==> src/hw/rtl/quaternion_smallest_three_decode_macros.svh <==
// ----------------------------------------------------------------------------
// Smallest-three decoder assertion macros
// Shared concurrent assertion forms, clocked on clk, off during reset.
// ----------------------------------------------------------------------------
`ifndef QUATERNION_SMALLEST_THREE_DECODE_MACROS_SVH
`define QUATERNION_SMALLEST_THREE_DECODE_MACROS_SVH

// same-cycle implication
`define QS3D_ASSERT_IMP(lbl, ante, cons, msg) \
  lbl: assert property (@(posedge clk) disable iff (!rst_n) (ante) |-> (cons)) \
    else $error(msg);

// next-cycle implication
`define QS3D_ASSERT_NXT(lbl, ante, cons, msg) \
  lbl: assert property (@(posedge clk) disable iff (!rst_n) (ante) |=> (cons)) \
    else $error(msg);

`endif

==> src/hw/rtl/qs3d_pkg.sv <==
// ----------------------------------------------------------------------------
// qs3d_pkg
// Constants, types and helpers shared by the smallest-three decoder.
// ----------------------------------------------------------------------------
package qs3d_pkg;

  localparam int FIELD_BITS = 15;
  localparam int COMP_W     = 16;

  // field decode: raw * STEP - OFFS, Q.40
  localparam longint unsigned FIELD_MAX_L = (64'd1 << FIELD_BITS) - 64'd1;
  localparam longint unsigned STEP_L =
    ((64'd1414214 << 40) + (FIELD_MAX_L * 64'd1000000) / 64'd2) /
    (FIELD_MAX_L * 64'd1000000);
  localparam longint unsigned OFFS_L =
    ((64'd1 << 40) * 64'd1000000 + 64'd707107) / 64'd1414214;

  localparam int STEP_W = 26;
  localparam logic [STEP_W-1:0] STEP_Q40 = STEP_W'(STEP_L);
  localparam logic [39:0]       OFFS_Q40 = 40'(OFFS_L);

  localparam int PROD_W = FIELD_BITS + STEP_W;  // 41
  localparam int VA_W   = PROD_W + 1;           // signed Q.40
  localparam int MAG_W  = 40;                   // |va| < 2^40
  localparam int MAGX_W = MAG_W + 1;            // after rounding add
  localparam int SQ_SHIFT = 10;                 // Q.40 -> Q.30
  localparam int SA_W   = 30;                   // |Q.30| < 2^30
  localparam int SQ_W   = 2 * SA_W;
  localparam int SUM_W  = 61;
  localparam int ARG_W  = 61;

  localparam logic [SUM_W-1:0] ONE_Q60 = {1'b1, 60'd0};

  // square root
  localparam int X_W        = 62;
  localparam int ROOT_STEPS = X_W / 2;
  localparam int ROOT_W     = 31;
  localparam int REM_W      = 33;

  // front-to-back queue
  localparam int QDEPTH = 8;
  localparam int QPTR_W = 3;
  localparam int QCNT_W = 4;

  // slot codes
  localparam logic [1:0] SLOT_FIRST  = 2'd0;
  localparam logic [1:0] SLOT_SECOND = 2'd1;
  localparam logic [1:0] SLOT_THIRD  = 2'd2;
  localparam logic [1:0] SLOT_FOURTH = 2'd3;

  typedef struct packed {
    logic              clamped;
    logic [1:0]        slot;
    logic [COMP_W-1:0] ra;
    logic [COMP_W-1:0] rb;
    logic [COMP_W-1:0] rc;
  } qs3d_side_t;

  typedef struct packed {
    logic [ARG_W-1:0] arg;
    qs3d_side_t       side;
  } qs3d_entry_t;

  typedef struct packed {
    logic              empty;
    logic [QCNT_W-1:0] count;
  } qs3d_qstat_t;

  // saturate sign/magnitude to a 16-bit two's complement word
  function automatic logic [COMP_W-1:0] sat_comp(input logic neg,
                                                 input logic [MAGX_W-1:0] mag);
    logic [COMP_W-1:0] res;
    if (neg) begin
      if (mag > MAGX_W'(32768)) res = 16'h8000;
      else                      res = COMP_W'(MAGX_W'(0) - mag);
    end else begin
      if (mag > MAGX_W'(32767)) res = 16'h7FFF;
      else                      res = mag[COMP_W-1:0];
    end
    return res;
  endfunction

endpackage

==> src/hw/rtl/qs3d_back.sv <==
// ----------------------------------------------------------------------------
// qs3d_back
// Pipelined square root, rounding and slot insertion of the omitted component.
// ----------------------------------------------------------------------------
module qs3d_back import qs3d_pkg::*; #(
  parameter int FRAC_BITS = 14
) (
  input  logic               clk,
  input  logic               rst_n,
  input  qs3d_qstat_t        qstat,
  input  qs3d_entry_t        head,
  output logic               pop,
  output logic               out_strobe,
  output logic [COMP_W-1:0]  comp_first,
  output logic [COMP_W-1:0]  comp_second,
  output logic [COMP_W-1:0]  comp_third,
  output logic [COMP_W-1:0]  comp_fourth,
  output logic               root_clamped
);

  localparam int SH_ROOT = 30 - FRAC_BITS;

  // one root digit per stage
  logic [ROOT_STEPS-1:0]             st_vld_r;
  logic [ROOT_STEPS-1:0][REM_W-1:0]  st_rem_r;
  logic [ROOT_STEPS-1:0][ROOT_W-1:0] st_q_r;
  logic [ROOT_STEPS-1:0][X_W-1:0]    st_x_r;
  qs3d_side_t                        st_side_r [ROOT_STEPS];

  logic [ROOT_STEPS-1:0][REM_W-1:0]  src_rem;
  logic [ROOT_STEPS-1:0][ROOT_W-1:0] src_q;
  logic [ROOT_STEPS-1:0][X_W-1:0]    src_x;
  qs3d_side_t                        src_side [ROOT_STEPS];
  logic [ROOT_STEPS-1:0][REM_W+2:0]  trial;
  logic [ROOT_STEPS-1:0][REM_W+1:0]  shifted;
  logic [ROOT_STEPS-1:0][REM_W-1:0]  st_rem_nxt;
  logic [ROOT_STEPS-1:0][ROOT_W-1:0] st_q_nxt;
  logic [ROOT_STEPS-1:0][X_W-1:0]    st_x_nxt;

  // round-to-nearest stage
  logic              rd_vld_r;
  logic [ROOT_W-1:0] rd_root_r;
  logic [ROOT_W-1:0] rd_root_nxt;
  qs3d_side_t        rd_side_r;

  logic [31:0]       rmag;
  logic [COMP_W-1:0] root_comp;

  // output register
  logic              out_vld_r;
  logic [COMP_W-1:0] out_c0_r, out_c1_r, out_c2_r, out_c3_r;
  logic [COMP_W-1:0] out_c0_nxt, out_c1_nxt, out_c2_nxt, out_c3_nxt;
  logic              out_clamp_r;

  assign pop = !qstat.empty;

  always_comb begin
    src_rem[0]  = '0;
    src_q[0]    = '0;
    src_x[0]    = {1'b0, head.arg};
    src_side[0] = head.side;
    for (int k = 1; k < ROOT_STEPS; k++) begin
      src_rem[k]  = st_rem_r[k-1];
      src_q[k]    = st_q_r[k-1];
      src_x[k]    = st_x_r[k-1];
      src_side[k] = st_side_r[k-1];
    end
    for (int k = 0; k < ROOT_STEPS; k++) begin
      shifted[k]    = {src_rem[k], src_x[k][X_W-1 -: 2]};
      trial[k]      = {1'b0, shifted[k]} - {3'b000, src_q[k], 2'b01};
      st_rem_nxt[k] = trial[k][REM_W+2] ? shifted[k][REM_W-1:0] : trial[k][REM_W-1:0];
      st_q_nxt[k]   = {src_q[k][ROOT_W-2:0], ~trial[k][REM_W+2]};
      st_x_nxt[k]   = {src_x[k][X_W-3:0], 2'b00};
    end
  end

  always_ff @(posedge clk) begin
    if (!rst_n) begin
      st_vld_r  <= '0;
      rd_vld_r  <= 1'b0;
      out_vld_r <= 1'b0;
    end else begin
      st_vld_r  <= {st_vld_r[ROOT_STEPS-2:0], pop};
      rd_vld_r  <= st_vld_r[ROOT_STEPS-1];
      out_vld_r <= rd_vld_r;
    end
  end

  always_ff @(posedge clk) begin
    st_rem_r <= st_rem_nxt;
    st_q_r   <= st_q_nxt;
    st_x_r   <= st_x_nxt;
    for (int k = 0; k < ROOT_STEPS; k++) begin
      st_side_r[k] <= src_side[k];
    end
  end

  // floor root plus one when remainder exceeds it
  assign rd_root_nxt = st_q_r[ROOT_STEPS-1] +
    ROOT_W'(st_rem_r[ROOT_STEPS-1] > REM_W'(st_q_r[ROOT_STEPS-1]));

  always_ff @(posedge clk) begin
    rd_root_r <= rd_root_nxt;
    rd_side_r <= st_side_r[ROOT_STEPS-1];
  end

  // Q.30 -> FRAC_BITS
  generate
    if (SH_ROOT > 0) begin : g_round
      assign rmag = (32'(rd_root_r) + (32'd1 << (SH_ROOT - 1))) >> SH_ROOT;
    end else begin : g_pass
      assign rmag = 32'(rd_root_r);
    end
  endgenerate

  assign root_comp = sat_comp(1'b0, MAGX_W'(rmag));

  always_comb begin
    out_c0_nxt = rd_side_r.ra;
    out_c1_nxt = rd_side_r.rb;
    out_c2_nxt = rd_side_r.rc;
    out_c3_nxt = root_comp;
    unique case (rd_side_r.slot)
      SLOT_FIRST: begin
        out_c0_nxt = root_comp;
        out_c1_nxt = rd_side_r.ra;
        out_c2_nxt = rd_side_r.rb;
        out_c3_nxt = rd_side_r.rc;
      end
      SLOT_SECOND: begin
        out_c1_nxt = root_comp;
        out_c2_nxt = rd_side_r.rb;
        out_c3_nxt = rd_side_r.rc;
      end
      SLOT_THIRD: begin
        out_c2_nxt = root_comp;
        out_c3_nxt = rd_side_r.rc;
      end
      SLOT_FOURTH: begin
        out_c3_nxt = root_comp;
      end
      default: begin
        out_c3_nxt = root_comp;
      end
    endcase
  end

  always_ff @(posedge clk) begin
    out_c0_r    <= out_c0_nxt;
    out_c1_r    <= out_c1_nxt;
    out_c2_r    <= out_c2_nxt;
    out_c3_r    <= out_c3_nxt;
    out_clamp_r <= rd_side_r.clamped;
  end

  assign out_strobe   = out_vld_r;
  assign comp_first   = out_c0_r;
  assign comp_second  = out_c1_r;
  assign comp_third   = out_c2_r;
  assign comp_fourth  = out_c3_r;
  assign root_clamped = out_clamp_r;

endmodule

==> config.mk <==
export PLATFORM = sky130hd
export DESIGN_NAME = qs3d_back
export DESIGN_NICKNAME = d
export VERILOG_FILES = /design/src/hw/rtl/quaternion_smallest_three_decode_macros.svh /design/src/hw/rtl/qs3d_pkg.sv /design/src/hw/rtl/qs3d_back.sv
export SDC_FILE = /design/constraint.sdc
export NUM_CORES = 2
export LEC_CHECK = 0
export BUFFER_PORTS_ARGS = -buffer_cell sky130_fd_sc_hd__buf_2
export CELL_PAD_IN_SITES_DETAIL_PLACEMENT = 2
export CELL_PAD_IN_SITES_GLOBAL_PLACEMENT = 2
export CORE_MARGIN = 10
export CORE_UTILIZATION = 30
export DETAILED_ROUTE_END_ITERATION = 10
export PLACE_DENSITY = 0.66
export SLEW_MARGIN = 5
export SYNTH_ARGS = -nofsm -noshare
export SYNTH_HDL_FRONTEND = slang
export SYNTH_SLANG_ARGS = --single-unit
==> constraint.sdc <==
create_clock -name clk -period 4.4 [get_ports clk]
set_clock_uncertainty 0.1 [all_clocks]
set_input_delay 0.22 -clock clk [delete_from_list [all_inputs] [get_ports clk]]
set_output_delay 0.22 -clock clk [all_outputs]
set_load 0.005 [all_outputs]
* Yosys cells after proc, flatten, opt, wreduce, memory -nomap -nowiden
Memory sizes are Yosys's and may differ from the RTL's. A register that Yosys moved wholly into a read port is not among the register bits.
Index checks and enable logic that the tools add are counted.
** Word-level totals
- Output and inout port bits :: 67
- Memories :: 1
- Bits in writable memories :: 1581
- Register bits :: 2547
- Input port bits :: 119
- Word-level logic and storage cells :: 212
** Cells by class
- Reductions and logical operators :: 4
- Magnitude comparators :: 2
- Equal/unequal tests :: 3
- Bitwise operators :: 31
- Add/sub/neg operators :: 33
- Multiplexer cells :: 36
** Memory list
- st_side_r :: depth 31, width 51, read ports 31, clocked after memory_dff 1, write ports 31, line qs3d_back.sv:28 : qs3d_side_t st_side_r [ROOT_STEPS];
** Operators with widths (count)
- 33-bit two-way mux :: 30
- 16-bit case mux with 2 select lines :: 3
- 35-bit by 10-bit subtractor with 36-bit output :: 1
- 35-bit by 11-bit subtractor with 36-bit output :: 1
- 35-bit by 12-bit subtractor with 36-bit output :: 1
- 35-bit by 13-bit subtractor with 36-bit output :: 1
- 35-bit by 14-bit subtractor with 36-bit output :: 1
- 35-bit by 15-bit subtractor with 36-bit output :: 1
- 35-bit by 16-bit subtractor with 36-bit output :: 1
- 35-bit by 17-bit subtractor with 36-bit output :: 1
- 35-bit by 18-bit subtractor with 36-bit output :: 1
- 35-bit by 19-bit subtractor with 36-bit output :: 1
- 35-bit by 20-bit subtractor with 36-bit output :: 1
- 35-bit by 21-bit subtractor with 36-bit output :: 1
- 35-bit by 22-bit subtractor with 36-bit output :: 1
- 35-bit by 23-bit subtractor with 36-bit output :: 1
- 35-bit by 24-bit subtractor with 36-bit output :: 1
- 35-bit by 25-bit subtractor with 36-bit output :: 1
- 35-bit by 26-bit subtractor with 36-bit output :: 1
- 35-bit by 27-bit subtractor with 36-bit output :: 1
- 35-bit by 28-bit subtractor with 36-bit output :: 1
- 35-bit by 29-bit subtractor with 36-bit output :: 1
- 35-bit by 3-bit subtractor with 36-bit output :: 1
- 35-bit by 30-bit subtractor with 36-bit output :: 1
- other kinds (22) :: 54

* Depth between registers and ports, before layout
- Word-level depth :: 4
- Depth in mapped cells :: 15
- Gate-level depth less buffers :: 14

* Least setup slack after synthesis
OpenSTA, ideal clock, no wires.
- Path type :: reg-to-reg
- Start point :: register st_rem_r (netlist bit shifted[266])
- End point :: register st_rem_r (netlist bit shifted[308])
- Arrival :: 3347 ps
- Required time :: 4166 ps
- Setup slack :: 820 ps
- Period minus slack after synthesis :: 3580 ps
- Library setup time :: 134 ps
- Cell stages (with the launch flop) :: 12
- Cell sequence :: dfxtp_1 -> or4_1 -> or3_1 -> or3_1 -> or3_1 -> or4_1 -> or4_4 -> nor2_8 -> a21o_4 -> buf_6 -> nor4_1 -> xor2_1
** RTL lines
- start: declaration :: line qs3d_back.sv:25 : logic [ROOT_STEPS-1:0][REM_W-1:0] st_rem_r;
- start signal: assignment :: line qs3d_back.sv:90 : st_rem_r <= st_rem_nxt;

==> flow_summary.toml <==
[floorplanning]
io_pins = 186
row_count = 234
start_util_pct = 30.12
fp.coreArea_mm2 = 0.4064
die_x_um = 658.7
dieArea_mm2 = 0.4339
chipHeight_um = 658.7

[worst_setup_path]
path_delay_family = "compound AO/OA/AOI/OAI gates"
worstSetupStartpointType = "flop"
worstSetupPathType = "reg -> reg"
required_ns = 5.07
cp-end-kind = "flop"
crit_top_cell = "a21oi_1"
cp.arrival_ns = 4.83
worst-path-max-fanout = 49
path_cells = "inv_1 > ha_1 > o21a_1 > o21ai_0 > a21oi_1 > nor4bb_1 > buf_4 > nor2_1 > a311oi_1 > buf_4 > o2111a_1 > buf_12 > a21oi_1 > a21oi_1"
cp-startpoint = "src_q[806]$_DFF_P_"
slowest_stage = "nor4bb_1"
slowest_delay_ns = 0.70
cp_num_buf_inv = 4
r2r-start = "src_q[806]$_DFF_P_"

[synth]
synthArstFlopShare_pct = 0
synth.avg_cell_area_um2 = 11.75
synth_most_common_cell = "dfxtp_1"
postSynthCellCount = 10420
ys_types = 85
ys_ff_latch = 4141
yosysWarnings = 0
synth_top_area_cell = "dfxtp_1"
synth_nets = 11060
ys_seq_area_share_pct = 67.74
synthTopCellsByArea = "dfxtp_1 (68%), ha_1 (5.4%), xnor2_1 (2.9%)"
synth_ff_type = "dfxtp_1"
syn-cell-area_mm2 = 0.1224
synth_common_cells = "dfxtp_1 (4141), nand2_1 (711), inv_1 (688)"
synth.top_cell.area_share_pct = 67.74
synth_edf_count = 0

[timing]
post-route-period-util_pct = 94.60
fmax_mhz = 240.2
slew_viol_final = 0
finalSetupViolations = 0
slew_headroom_pct = 19.96
rsz0062_at_grt = "no"
min_period_ns = 4.163
setup_tns_ns = 0
hold_viol = 0
tightest_slew_ns = 1.190

[grt]
grt_pass1_wl_mm = 490.5
grtUsageTotal_pct = 13.85
grt_pass1_vias = 85190
antenna_found_initial = 5
grt_max_degree = 58
grt_overflow = 0

[detailed_routing]
drtIter0Drc = 2444
ant_nets = 0
finalWirelength_mm = 307.5
vias = 73960
wl_per_cell_um = 18.14
drt-pass1-iter-count = 5
drcViolationCount = 0
via_per_inst = 4.362

[cts]
cts.sinks = 4141
cts_buffers = 421
post-cts-setup-buffers = 0
htreeDepth = 5
clock_latency_ns = 0.97
clock_path_buffers = 4
cts_root_buffer = "clkbuf_16"
clkTransAtPathRegs_ns = 0.06
cts_tree = "yes"

[layout]
final_core_util_pct = 36.17
nets = 11810
n_fill_cell = 42280
fin_cells = 16960
syn2layout_area_growth_pct = 20.12
drive_gt1_share_pct = 9.380

[power]
leakage_nw = 65.84
ir_drop_uv = 371.8
p_per_area_mw_per_mm2 = 629.2
power.total_mw = 92.50

[status]
status = "completed"

[flow_run]
maxCapViolations = 0

[placed_design]
globalplace.congestion = 0.8266
placed_cells = 15940
dp_hpwl_mm = 206.2
port_buffers = 181

[min_path]
hold_path.class = "in -> reg"
min_from = "rst_n"
[cells in the final DEF, fill, tap and decap left out, drive strengths merged, types with 116 or more instances in the layout]
cell type / Yosys / routed
xnor2: 405 / 405
nand2: 711 / 711
xor2: 397 / 397
a21oi: 452 / 452
dfxtp: 4141 / 4141
nand3: 125 / 125
nor3: 207 / 207
a21o: 188 / 188
clkbuf: 147 / 620
dlygate4sd3: 0 / 228
o21ai: 593 / 593
ha: 529 / 529
buf: 13 / 255
nor2: 498 / 498
nand2b: 116 / 116
inv: 688 / 705
[worst paths after layout]
check / end / slack, ns / cells past startpoint
max: shifted[950]$_DFF_P_ / 0.24 / 14
min: st_vld_r[16]$_SDFF_PN0_ / 0.17 / 3
max reg2reg: shifted[950]$_DFF_P_ / 0.24 / 14
min reg2reg: shifted[456]$_DFF_P_ / 0.17 / 0
[worst reg2reg max path: cells and delay by family (launching register included)]
kind,cells,cell delay (ns)
simple gates,2,0.80
buf+inv,4,0.72
flops,1,0.42
fa+ha+maj,1,0.34
compound gates,7,1.68
[flip-flops by register name (all words and copies together), names as in the netlist]
signal        flops
st_side_r      1581
shifted         996
src_x           870
src_q           465
rd_side_r        51
st_rem_r         33
st_q_r           31
st_vld_r         31
comp_first       16
comp_fourth      16
comp_second      16
comp_third       16
rd_root_r        16
out_strobe        1
rd_vld_r          1
root_clamped      1
[through the flow]
step	hold slack (ns)	instance area [um2]	setup slack, ns
after floorplan	0.1477	122400	0.8198
after detailed placement	0.2132	130200	0.08285
after global routing	0.1700	147000	0.008780
final	0.1653	147000	0.2374
after global placement	0.2095	130200	0.1601
after CTS	0.06541	147000	0.09228
[routing by layer]
layer | wire length [um] | share of wire, % | track usage, % | vias up
li1 | - | - | - | 36380
met1 | 119600 | 39 | 14.74 | 36220
met2 | 169500 | 55 | 27.66 | 779
met3 | 7429 | 2.4 | 1.773 | 578
met4 | 11010 | 3.6 | 4.770 | 0
met5 | 0 | 0 | 0 | -
[cells by family (layout without fill, tap and decap cells)]
| group | Yosys count | in the layout | synth area share (%) |
|---|---|---|---|
| muxes | 92 | 92 | 0.8271 |
| AOI/OAI and AO/OA | 1762 | 1762 | 8.835 |
| buffers and inverters | 851 | 1950 | 2.620 |
| other | 1 | 15 | 0.003064 |
| DFF | 4141 | 4141 | 67.74 |
| adders and majority gates | 529 | 529 | 5.408 |
| and+or+nand+nor | 2237 | 2237 | 8.828 |
| xor gates and xnor gates | 802 | 802 | 5.740 |
[power breakdown]
group,leakage (nW),switching (mW),total [mW],internal [mW]
combinational,24.0,5.62,10.1,4.43
sequential,34.8,3.29,45.3,42.0
clock,7.09,15.4,37.1,21.7
total,65.8,24.3,92.5,68.2
[layout make-up]
cell class / count / area [um2] / share of cell area [%]
multi-input cells: 5423 / 36370 / 24.74
flip-flops and latches: 4141 / 82900 / 56.39
repair buffers: 483 / 3831 / 2.606
clock buffers: 620 / 12330 / 8.386
inverters: 691 / 2594 / 1.764
diodes: 14 / 35.03 / 0.02383
clock inverters: 156 / 2150 / 1.462
well taps: 5428 / 6792 / 4.620
[what timing repair did]
item,4_1_cts,5_1_grt
resized for setup,0,4
hold buffers,228,0
setup endpoints to repair,0,6
endpoints found under the hold margin,145,0
(Power assumes the default switching activity.)
