[src/hw/rtl/quaternion_smallest_three_decode_macros.svh]
// ----------------------------------------------------------------------------
// Smallest-three decoder assertion macros
// Shared concurrent assertion forms, clocked on clk, off during reset.
// ----------------------------------------------------------------------------
`ifndef QUATERNION_SMALLEST_THREE_DECODE_MACROS_SVH
`define QUATERNION_SMALLEST_THREE_DECODE_MACROS_SVH

// same-cycle implication
`define QS3D_ASSERT_IMP(lbl, ante, cons, msg) \
  lbl: assert property (@(posedge clk) disable iff (!rst_n) (ante) |-> (cons)) \
    else $error(msg);

// next-cycle implication
`define QS3D_ASSERT_NXT(lbl, ante, cons, msg) \
  lbl: assert property (@(posedge clk) disable iff (!rst_n) (ante) |=> (cons)) \
    else $error(msg);

`endif

[src/hw/rtl/qs3d_pkg.sv]
// ----------------------------------------------------------------------------
// qs3d_pkg
// Constants, types and helpers shared by the smallest-three decoder.
// ----------------------------------------------------------------------------
package qs3d_pkg;

  localparam int FIELD_BITS = 15;
  localparam int COMP_W     = 16;

  // field decode: raw * STEP - OFFS, Q.40
  localparam longint unsigned FIELD_MAX_L = (64'd1 << FIELD_BITS) - 64'd1;
  localparam longint unsigned STEP_L =
    ((64'd1414214 << 40) + (FIELD_MAX_L * 64'd1000000) / 64'd2) /
    (FIELD_MAX_L * 64'd1000000);
  localparam longint unsigned OFFS_L =
    ((64'd1 << 40) * 64'd1000000 + 64'd707107) / 64'd1414214;

  localparam int STEP_W = 26;
  localparam logic [STEP_W-1:0] STEP_Q40 = STEP_W'(STEP_L);
  localparam logic [39:0]       OFFS_Q40 = 40'(OFFS_L);

  localparam int PROD_W = FIELD_BITS + STEP_W;  // 41
  localparam int VA_W   = PROD_W + 1;           // signed Q.40
  localparam int MAG_W  = 40;                   // |va| < 2^40
  localparam int MAGX_W = MAG_W + 1;            // after rounding add
  localparam int SQ_SHIFT = 10;                 // Q.40 -> Q.30
  localparam int SA_W   = 30;                   // |Q.30| < 2^30
  localparam int SQ_W   = 2 * SA_W;
  localparam int SUM_W  = 61;
  localparam int ARG_W  = 61;

  localparam logic [SUM_W-1:0] ONE_Q60 = {1'b1, 60'd0};

  // square root
  localparam int X_W        = 62;
  localparam int ROOT_STEPS = X_W / 2;
  localparam int ROOT_W     = 31;
  localparam int REM_W      = 33;

  // front-to-back queue
  localparam int QDEPTH = 8;
  localparam int QPTR_W = 3;
  localparam int QCNT_W = 4;

  // slot codes
  localparam logic [1:0] SLOT_FIRST  = 2'd0;
  localparam logic [1:0] SLOT_SECOND = 2'd1;
  localparam logic [1:0] SLOT_THIRD  = 2'd2;
  localparam logic [1:0] SLOT_FOURTH = 2'd3;

  typedef struct packed {
    logic              clamped;
    logic [1:0]        slot;
    logic [COMP_W-1:0] ra;
    logic [COMP_W-1:0] rb;
    logic [COMP_W-1:0] rc;
  } qs3d_side_t;

  typedef struct packed {
    logic [ARG_W-1:0] arg;
    qs3d_side_t       side;
  } qs3d_entry_t;

  typedef struct packed {
    logic              empty;
    logic [QCNT_W-1:0] count;
  } qs3d_qstat_t;

  // saturate sign/magnitude to a 16-bit two's complement word
  function automatic logic [COMP_W-1:0] sat_comp(input logic neg,
                                                 input logic [MAGX_W-1:0] mag);
    logic [COMP_W-1:0] res;
    if (neg) begin
      if (mag > MAGX_W'(32768)) res = 16'h8000;
      else                      res = COMP_W'(MAGX_W'(0) - mag);
    end else begin
      if (mag > MAGX_W'(32767)) res = 16'h7FFF;
      else                      res = mag[COMP_W-1:0];
    end
    return res;
  endfunction

endpackage

[src/hw/rtl/qs3d_queue.sv]
// ----------------------------------------------------------------------------
// qs3d_queue
// Short FIFO between the decode front and the root back end.
// ----------------------------------------------------------------------------
`include "quaternion_smallest_three_decode_macros.svh"

module qs3d_queue import qs3d_pkg::*; (
  input  logic         clk,
  input  logic         rst_n,
  input  logic         push,
  input  qs3d_entry_t  push_entry,
  input  logic         pop,
  output qs3d_entry_t  head,
  output qs3d_qstat_t  qstat
);

  qs3d_entry_t         mem_r [QDEPTH];
  logic [QPTR_W-1:0]   wr_ptr_r;
  logic [QPTR_W-1:0]   rd_ptr_r;
  logic [QCNT_W-1:0]   cnt_r;
  logic [QCNT_W-1:0]   cnt_nxt;

  always_comb begin
    cnt_nxt = cnt_r;
    if (push && !pop) cnt_nxt = cnt_r + QCNT_W'(1);
    if (!push && pop) cnt_nxt = cnt_r - QCNT_W'(1);
  end

  always_ff @(posedge clk) begin
    if (!rst_n) begin
      wr_ptr_r <= '0;
      rd_ptr_r <= '0;
      cnt_r    <= '0;
    end else begin
      if (push) wr_ptr_r <= wr_ptr_r + QPTR_W'(1);
      if (pop)  rd_ptr_r <= rd_ptr_r + QPTR_W'(1);
      cnt_r <= cnt_nxt;
    end
  end

  always_ff @(posedge clk) begin
    if (push) mem_r[wr_ptr_r] <= push_entry;
  end

  assign head        = mem_r[rd_ptr_r];
  assign qstat.empty = (cnt_r == '0);
  assign qstat.count = cnt_r;

  `QS3D_ASSERT_IMP(a_no_overflow, push && !pop, cnt_r != QCNT_W'(QDEPTH), "queue overflow")
  `QS3D_ASSERT_IMP(a_no_underflow, pop, cnt_r != '0, "pop from empty queue")
  `QS3D_ASSERT_NXT(a_cnt_up, push && !pop, cnt_r == $past(cnt_r) + QCNT_W'(1), "count lost")
  `QS3D_ASSERT_IMP(a_ptr_match, cnt_r != QCNT_W'(QDEPTH), QPTR_W'(cnt_r) == QPTR_W'(wr_ptr_r - rd_ptr_r), "ptr mismatch")

endmodule

[config.mk]
export PLATFORM = sky130hd
export DESIGN_NAME = qs3d_queue
export DESIGN_NICKNAME = d
export VERILOG_FILES = /design/src/hw/rtl/qs3d_pkg.sv /design/src/hw/rtl/qs3d_queue.sv
export VERILOG_INCLUDE_DIRS = /design/src /design/src/hw/rtl
export SDC_FILE = /design/constraint.sdc
export NUM_CORES = 1
export LEC_CHECK = 0
export ABC_AREA = 1
export BUFFER_PORTS_ARGS = -buffer_cell sky130_fd_sc_hd__buf_2
export CORE_MARGIN = 2
export CORE_UTILIZATION = 55
export DETAILED_ROUTE_END_ITERATION = 6
export PLACE_DENSITY = 0.81
export SLEW_MARGIN = 20
export SYNTH_ARGS = -nofsm -noshare
export SYNTH_HDL_FRONTEND = slang
export SYNTH_SLANG_ARGS = --single-unit
[constraint.sdc]
create_clock -name clk -period 15 [get_ports clk]
set_input_delay 3 -clock clk [delete_from_list [all_inputs] [get_ports clk]]
set_output_delay 3 -clock clk [all_outputs]
set_load 0.1 [all_outputs]
; ---- Word level (Yosys, flattened, before mapping)
; Memories as Yosys holds them, arrays and structs flattened. A register that Yosys moved wholly into a read port is not among the register bits.
; Cells that the tools add are included.
[word_totals]
ff_bits = 10
latch_bits = 0
ramBits = 896
romBits = 0
input_bits = 116
out_inout_bits = 117
n_memories = 1
[mem_list]
columns = memory, depth, word_bits, read_ports, rd_clocked_by_memory_dff, wr, line_no
row1 = mem_r, 8, 112, 1, 1, 1, qs3d_queue.sv:17  ; qs3d_entry_t mem_r [QDEPTH];
[classes]
n_addsub = 4
mul = 0
n_div = 0
magnitude_cmp = 0
n_eq_ne = 0
shifts = 0
muxes = 6
bitwise_logic = 0
reduce_logical = 6
[ops]
columns = op, count
row1 = 4-bit 2-to-1 mux, 2
row2 = 3-bit by 1-bit adder with 3-bit output (second input constant), 2
row3 = 3-bit 2-to-1 mux, 2
row4 = 4-bit by 1-bit adder with 4-bit output (second input constant), 1
row5 = 4-bit logical NOT, 1
row6 = 4-bit by 1-bit subtractor with 4-bit output (second input constant), 1
row7 = 1-bit logical AND, 2
row8 = 1-bit logical NOT, 2
row9 = 1-bit 2-to-1 mux, 2
row10 = 2-bit nonzero test, 1

; ---- Depth between registers and ports, before layout
; Gate-level depths: netlist of run 1.
[logic_depth]
ltp_word = 4
depth_mapped = 11
mapped_depth_nobuf = 11

; ---- Least setup slack after synthesis of run 1
; Ideal clock, no wire load.
[synth_path]
kind = input port to flip-flop
from = input push
to = memory mem_r[0][0] (netlist name), enable pin
arrival_time_ns = 8.056
path_slack_ns = 6.360
cell_stages = 3
cell_sequence = inv_1 -> or2_2 -> nor2_1
[synth_via]
elab_chain_len = 2
[synth_lines]
columns = element, line_no
row1 = "start, declared", qs3d_queue.sv:10  ; input logic push,
row2 = 1-bit 2-to-1 mux, qs3d_queue.sv:42  ; if (push) mem_r[wr_ptr_r] <= push_entry;
row3 = 1-bit 2-to-1 mux (not written as such), qs3d_queue.sv:42
row4 = "end, declared", qs3d_queue.sv:17
; Every way passes these cells.

==> out/summary.log, run 1 <==
qor: route.post-route-drc-count 0
qor: route.drt_wl_total 79400 um
qor: cts.path_clk_slew 60 ps
qor: sta.hold_viol 0
qor: cts.cts_repair_resize_count 0
qor: cts.clockRootBuffer clkbuf_16
qor: worst_setup_path.worstPathMaxFanout 91
qor: final_layout.num-nets-final 2910
qor: worst_setup_path.startpoint_type register
qor: placed_design.place.gp.congestion 0.778
qor: pwr.part_of_the_total_power_dissipated_in_combinational_logic 14.8%
qor: pwr.swShare 27.7%
qor: synth.ys_seq_elements 909
qor: pwr.power.sequential.fraction 49.1%
qor: die.chipHeight 258 um
qor: synth.post_synth_edffs 896
qor: cts.worst_skew_pair.late_latency 630 ps
qor: sta.finalSetupViolCount 0
qor: die.dieArea 0.0664 mm2
qor: synth.synth.distinct_cells 23
qor: final_layout.fillers 4451
qor: sta.tightestPinTransition 1100 ps
qor: pwr.p_switching 1.63 mW
qor: cts.cts_tree built
qor: synth.netlist_area 0.0354 mm2
qor: route.routed-via-count 21700
qor: synth.ys_dominant_reg_cell edfxtp_1
qor: worst_setup_path.path_class reg2out
qor: die.fp.dieW 258 um
qor: flow_run.timing.max_cap.violations 0
qor: placed_design.numPortBuffers 232
qor: pwr.cellPowerDensity 147 mW/mm2
qor: worst_setup_path.endpoint_kind primary output
qor: cts.clk_path_buf_depth 3
qor: final_layout.share_of_final_layout_standard_cells_stronger_than_drive_strength_1 13.7%
qor: pwr.internal-power 4.23 mW
qor: worst_setup_path.cp_data_arrival_time 4520 ps
qor: die.initial_utilization 55.2%
qor: grt.first_global_vias 21700
qor: sta.slew_headroom 26.8%
qor: final_layout.final_area 0.0400 mm2
qor: cts.post-cts-setup-buffer-count 0
qor: synth.yosys_warnings 0
qor: pwr.power.ir.vdd_worst 0.0907 mV
qor: sta.finalWorstPathRequiredPeriod 7520 ps
qor: grt.grt_max_degree 265
qor: placed_design.dp_wirelength 39200 um
qor: grt.global_route_wire_length_before_repair 120000 um
qor: cts.ctsHoldBuffers 0
qor: synth.netlist.top_cell.by_area edfxtp_1
qor: die.placement_row_count 93
qor: hold_path.worstHoldPathType reg2reg
qor: cts.htree_num_levels 3
qor: sta.worst_clock_skew 11.5 ps
qor: die.design.portCount 233
qor: sta.max_clock_freq 133 MHz
qor: pwr.p_leak 13.8 nW
qor: synth.synth.most_common_cell edfxtp_1
qor: route.postRouteAntennaNets 0
qor: cts.clkSinkCount 909
qor: die.core_area 0.0641 mm2
qor: sta.hold_slack 521 ps
qor: synth.synthCells 2602
qor: pwr.report.power.total 5.86 mW
qor: synth.synth.top_cells.by_area edfxtp_1 (76%), nor2_1 (4.9%), o21ai_0 (4.4%)
qor: synth.postSynth.asyncResetShare 0%
qor: sta.rsz0062_at_grt no
qor: sta.timing.final.max_slew_violations 0
qor: cts.cts-buffers-inserted 87
qor: status.status completed
qor: grt.gr-usage-all-layers 23.4%
qor: sta.final.period_utilization 50.2%
qor: synth.ys_top_cells_by_count edfxtp_1 (896), nor2_1 (466), nand2_1 (351)
qor: final_layout.syn_to_final_growth 12.8%
qor: synth.syn-mean-instance-area 13.6 um2
qor: route.drt-pass1-iter-count 6
qor: sta.setup_total_negative_slack 0 ps
qor: grt.antenna_found_initial 18
qor: route.wire_per_inst 21.3 um
qor: worst_setup_path.worstPathRequired 12000 ps
qor: pwr.share_clk_of_total_power 36.1%
qor: synth.synth_seq_area_share 76.7%
qor: placed_design.post_dp_cell_area 0.0371 mm2
qor: route.initial_drc_count 2406
qor: synth.synth_top_area_share 76.0%
qor: synth.postSynthNetCount 2723
qor: route.viasPerCell 5.84
qor: grt.grt_overflow 0
path summary, 6_finish.rpt:
check | startpoint | end | slack, ps | cells after the start
hold / removal | wr_ptr_r[0] | wr_ptr_r[0] | 520 | 2
hold reg to reg | wr_ptr_r[0] | wr_ptr_r[0] | 520 | 2
setup reg to reg | wr_ptr_r[0] | mem_r[0][52] | 11570 | 4
setup / recovery | register | head[84] | 7480 | 9
layout by cell type, fill, tap and decap left out, types with 16 or more instances in the layout:
cell type / n
clkbuf_16: 89
o21ai_1: 143
clkbuf_1: 16
o21ai_0: 311
buf_2: 232
nand2_1: 351
edfxtp_1: 896
buf_4: 20
nor2_1: 458
mux2i_1: 112
o22ai_1: 112
clkinv_1: 21
final cells by class:
cell class	instances	area, um2	share of cell area (%)
inverter	14	62.6	0.157
tap	855	1070	2.68
clock buffer	105	2290	5.72
clock inverter	50	450	1.13
timing repair buffer	260	1490	3.74
sequential	909	27200	68.0
antenna	13	32.5	0.0814
multi-input combinational	1517	7390	18.5
critical path, cell delays in order, from the launching register on:
cell and delay, ps:
dfxtp_4 780, buf_4 840, buf_4 910, nor2_1 160
nor2_1 190, o21ai_1 90, o21ai_0 120, nand2_1 100
nand2_1 120, buf_2 430
power groups by stage:
stage | sequential, mW | combinational (mW) | clock [mW]
after global routing | 2.88 | 0.916 | 2.24
after detailed placement | 2.93 | 0.857 | 0
final | 2.88 | 0.866 | 2.12
after floorplan | 2.94 | 0.679 | 0
after global placement | 2.93 | 0.835 | 0
after CTS | 2.88 | 0.863 | 2.14
cell families after synthesis:
family	after synthesis	synth area share [%]
AOI/OAI and AO/OA	573	8.49
xor gates and xnor gates	4	0.0989
adders and majority gates	5	0.177
buffers and inverters	176	2.61
DFF	909	76.7
muxes	112	3.17
and+or+nand+nor	823	8.75
per-layer routing:
| metal | share of wire, % | global-route usage (%) | vias up |
|---|---|---|---|
| met2 | 50 | 39.4 | 1016 |
| met3 | 8.9 | 4.77 | 169 |
| met4 | 2.5 | 9.23 | 20 |
| met1 | 38 | 29.9 | 10700 |
| met5 | 0.19 | 0 | - |
| li1 | - | - | 9877 |
sequential cells by signal, indices dropped and copies added (netlist names), named ones only:
register	flops
wr_ptr_r	3
mem_r	896
rd_ptr_r	3
cnt_r	4
through the flow:
stage	worst slack (ps)	instances	util [%]
4_1_cts	7460	3706	62.1
3_3_place_gp	8290	3551	57.8
5_1_grt	7260	3717	62.3
2_1_floorplan	6360	2602	-
6_report	7480	3723	62.3
3_5_place_dp	8250	3551	57.8
No activity file was read; power rests on OpenSTA's default activity.
==> run 2: changes to the inputs <==
Clock period 15 ns to 7.8 ns, I/O delays scaled along.
==> run 2 against run 1 <==
  * Clock skew up 2.7 ps
  * Worst setup slack worse by 4900 ps
  * Critical path depth down 2
  * Worst hold slack worse by 6.0 ps
  * Power up 92%
  * Routed wire length down 2.2%
  * Core utilization down 0.051 points
  * Final area about the same
  * Global-route usage down 0.38 points
  * Combinational power up 91%
  * Sequential power up 92%
  * Via count down 1.2%
==> out/summary.log, run 2 (same netlist as run 1, synthesis figures left out) <==
qor: grt.global_route_wire_length_before_repair 118000 um
qor: placed_design.dp_wirelength 37700 um
qor: flow_run.timing.max_cap.violations 0
qor: grt.first_global_vias 21300
qor: worst_setup_path.endpoint_kind primary output
qor: sta.rsz0062_at_grt no
qor: sta.tightestPinTransition 1130 ps
qor: cts.htree_num_levels 3
qor: status.status completed
qor: final_layout.largest-register mem_r
qor: final_layout.syn_to_final_growth 12.7%
qor: die.chipHeight 258 um
qor: worst_setup_path.slowest_stage buf_4
qor: worst_setup_path.critical_path_depth 7
qor: cts.cts-buffers-inserted 91
qor: worst_setup_path.worst-path-buf-inv 3
qor: pwr.power.sequential.fraction 49.3%
qor: final_layout.share_of_final_layout_standard_cells_stronger_than_drive_strength_1 13.5%
qor: placed_design.post_dp_cell_area 0.0372 mm2
qor: final_layout.leading_cell_type_in_the_layout_fill_and_taps_excluded edfxtp_1
qor: placed_design.place.gp.congestion 0.768
qor: hold_path.worstHoldPathCells 2
qor: placed_design.numPortBuffers 232
qor: die.initial_utilization 55.2%
qor: worst_setup_path.worstPathRequired 6240 ps
qor: cts.clk_path_buf_depth 3
qor: grt.antenna_found_initial 15
qor: worst_setup_path.cp_data_arrival_time 3670 ps
qor: cts.post-cts-setup-buffer-count 0
qor: die.fp.dieW 258 um
qor: final_layout.leading_registers_by_flop_count mem_r x896, cnt_r x4
qor: worst_setup_path.path_class reg2out
qor: worst_setup_path.ff2ff_setup_slack 5030 ps
qor: die.design.portCount 233
qor: worst_setup_path.startpoint_type register
qor: route.routed-via-count 21500
qor: sta.timing.final.max_slew_violations 0
qor: pwr.power.ir.vdd_worst 0.159 mV
qor: sta.hold_viol 0
qor: die.dieArea 0.0664 mm2
qor: route.wire_per_inst 20.9 um
qor: route.drt-pass1-iter-count 5
qor: die.core_area 0.0641 mm2
qor: pwr.part_of_the_total_power_dissipated_in_combinational_logic 14.7%
qor: cts.worst_skew_pair.late_latency 630 ps
qor: worst_setup_path.timing.reg2reg.worst_path_depth 3
qor: pwr.cellPowerDensity 282 mW/mm2
qor: final_layout.number_of_flip_flops_in_the_largest_register 896
qor: route.initial_drc_count 2341
qor: route.post-route-drc-count 0
qor: worst_setup_path.crit_chain inv_8 -> buf_4 -> nor2_1 -> o22ai_1 -> nand2_1 -> nand2_1 -> buf_2
qor: sta.slew_headroom 24.5%
qor: sta.finalWorstPathRequiredPeriod 5230 ps
qor: final_layout.num-nets-final 2907
qor: final_layout.fillers 4551
qor: pwr.share_clk_of_total_power 36.1%
qor: cts.path_clk_slew 60 ps
qor: sta.setup_total_negative_slack 0 ps
qor: die.placement_row_count 93
qor: route.viasPerCell 5.78
qor: sta.max_clock_freq 191 MHz
qor: grt.grt_max_degree 229
qor: pwr.p_switching 3.14 mW
qor: cts.ctsHoldBuffers 0
qor: cts.cts_tree built
qor: pwr.p_leak 13.7 nW
qor: cts.clockRootBuffer clkbuf_16
qor: sta.final.period_utilization 67.0%
qor: grt.gr-usage-all-layers 23.0%
qor: final_layout.mostFrequentLayoutCells edfxtp_1 (896), nor2_1 (458), nand2_1 (351)
qor: route.postRouteAntennaNets 0
qor: pwr.swShare 27.9%
qor: grt.grt_overflow 0
qor: sta.finalSetupViolCount 0
qor: worst_setup_path.critPathMaxStageDelay 790 ps
qor: sta.worst_clock_skew 14.2 ps
qor: worst_setup_path.critical-path-top-delay-family buffers and inverters
qor: cts.cts_repair_resize_count 0
qor: final_layout.final_area 0.0399 mm2
qor: hold_path.worstHoldPathType reg2reg
qor: route.drt_wl_total 77700 um
qor: worst_setup_path.worstPathMaxFanout 84
qor: cts.clkSinkCount 909
qor: worst_setup_path.most_frequent_cell_on_critical_path nand2_1
qor: pwr.internal-power 8.10 mW
==> run 2: cell count changes in the layout (fill, tap and decap cells not counted), sizes merged, moves of 4 or more <==
cell | before | now
clkbuf | 105 | 113
bufinv | 8 | 4
buf | 260 | 253
diode | 13 | 8
==> run 2: power by group through the flow <==
| stage | clock, mW | sequential, mW | combinational, mW |
|---|---|---|---|
| after floorplan | 0 | 5.65 | 1.31 |
| after global placement | 0 | 5.63 | 1.60 |
| after detailed placement | 0 | 5.64 | 1.65 |
| after CTS | 4.11 | 5.54 | 1.65 |
| after global routing | 4.31 | 5.54 | 1.75 |
| final | 4.05 | 5.54 | 1.65 |
==> run 2: area by class of cell <==
type,count,area (um2),share of cell area (%)
Antenna cell,8,20.0,0.0501
Clock buffer,113,2400,6.01
Clock inverter,45,354,0.887
Inverter,14,62.6,0.157
Multi-Input combinational cell,1517,7390,18.5
Sequential cell,909,27200,68.1
Tap cell,855,1070,2.68
Timing Repair Buffer,253,1460,3.65
==> run 2: worst paths after layout <==
check / from / to
max: register / head[66]
min: wr_ptr_r[0] / wr_ptr_r[0]
max reg2reg: wr_ptr_r[0] / mem_r[5][77]
min reg2reg: wr_ptr_r[0] / wr_ptr_r[0]
==> run 2: layer usage <==
| layer | track usage (%) | wire length, um | part of all wire (%) |
|---|---|---|---|
| met5 | 0 | 122 | 0.16 |
| met2 | 38.3 | 38500 | 50 |
| met1 | 30.4 | 31400 | 40 |
| met4 | 8.09 | 1860 | 2.4 |
| met3 | 4.59 | 5780 | 7.4 |
==> run 2: through the flow <==
stage | std cells | hold slack, ps | worst slack (ps) | utilization (%) | power (mW)
after floorplan | 2602 | 470 | 600 | - | 6.95
after global placement | 3547 | 482 | 3330 | 57.9 | 7.23
after detailed placement | 3548 | 509 | 3300 | 57.9 | 7.28
after CTS | 3706 | 518 | 2600 | 62.2 | 11.3
after global routing | 3709 | 562 | 2310 | 62.3 | 11.6
final | 3714 | 515 | 2570 | 62.3 | 11.2
==> run 2: worst register-to-register path: cells and delay by family (launching register included) <==
family,cells,cell delay [ps]
AND/OR/NAND/NOR,2,1190
flip-flops,1,370
buffers and inverters,1,800
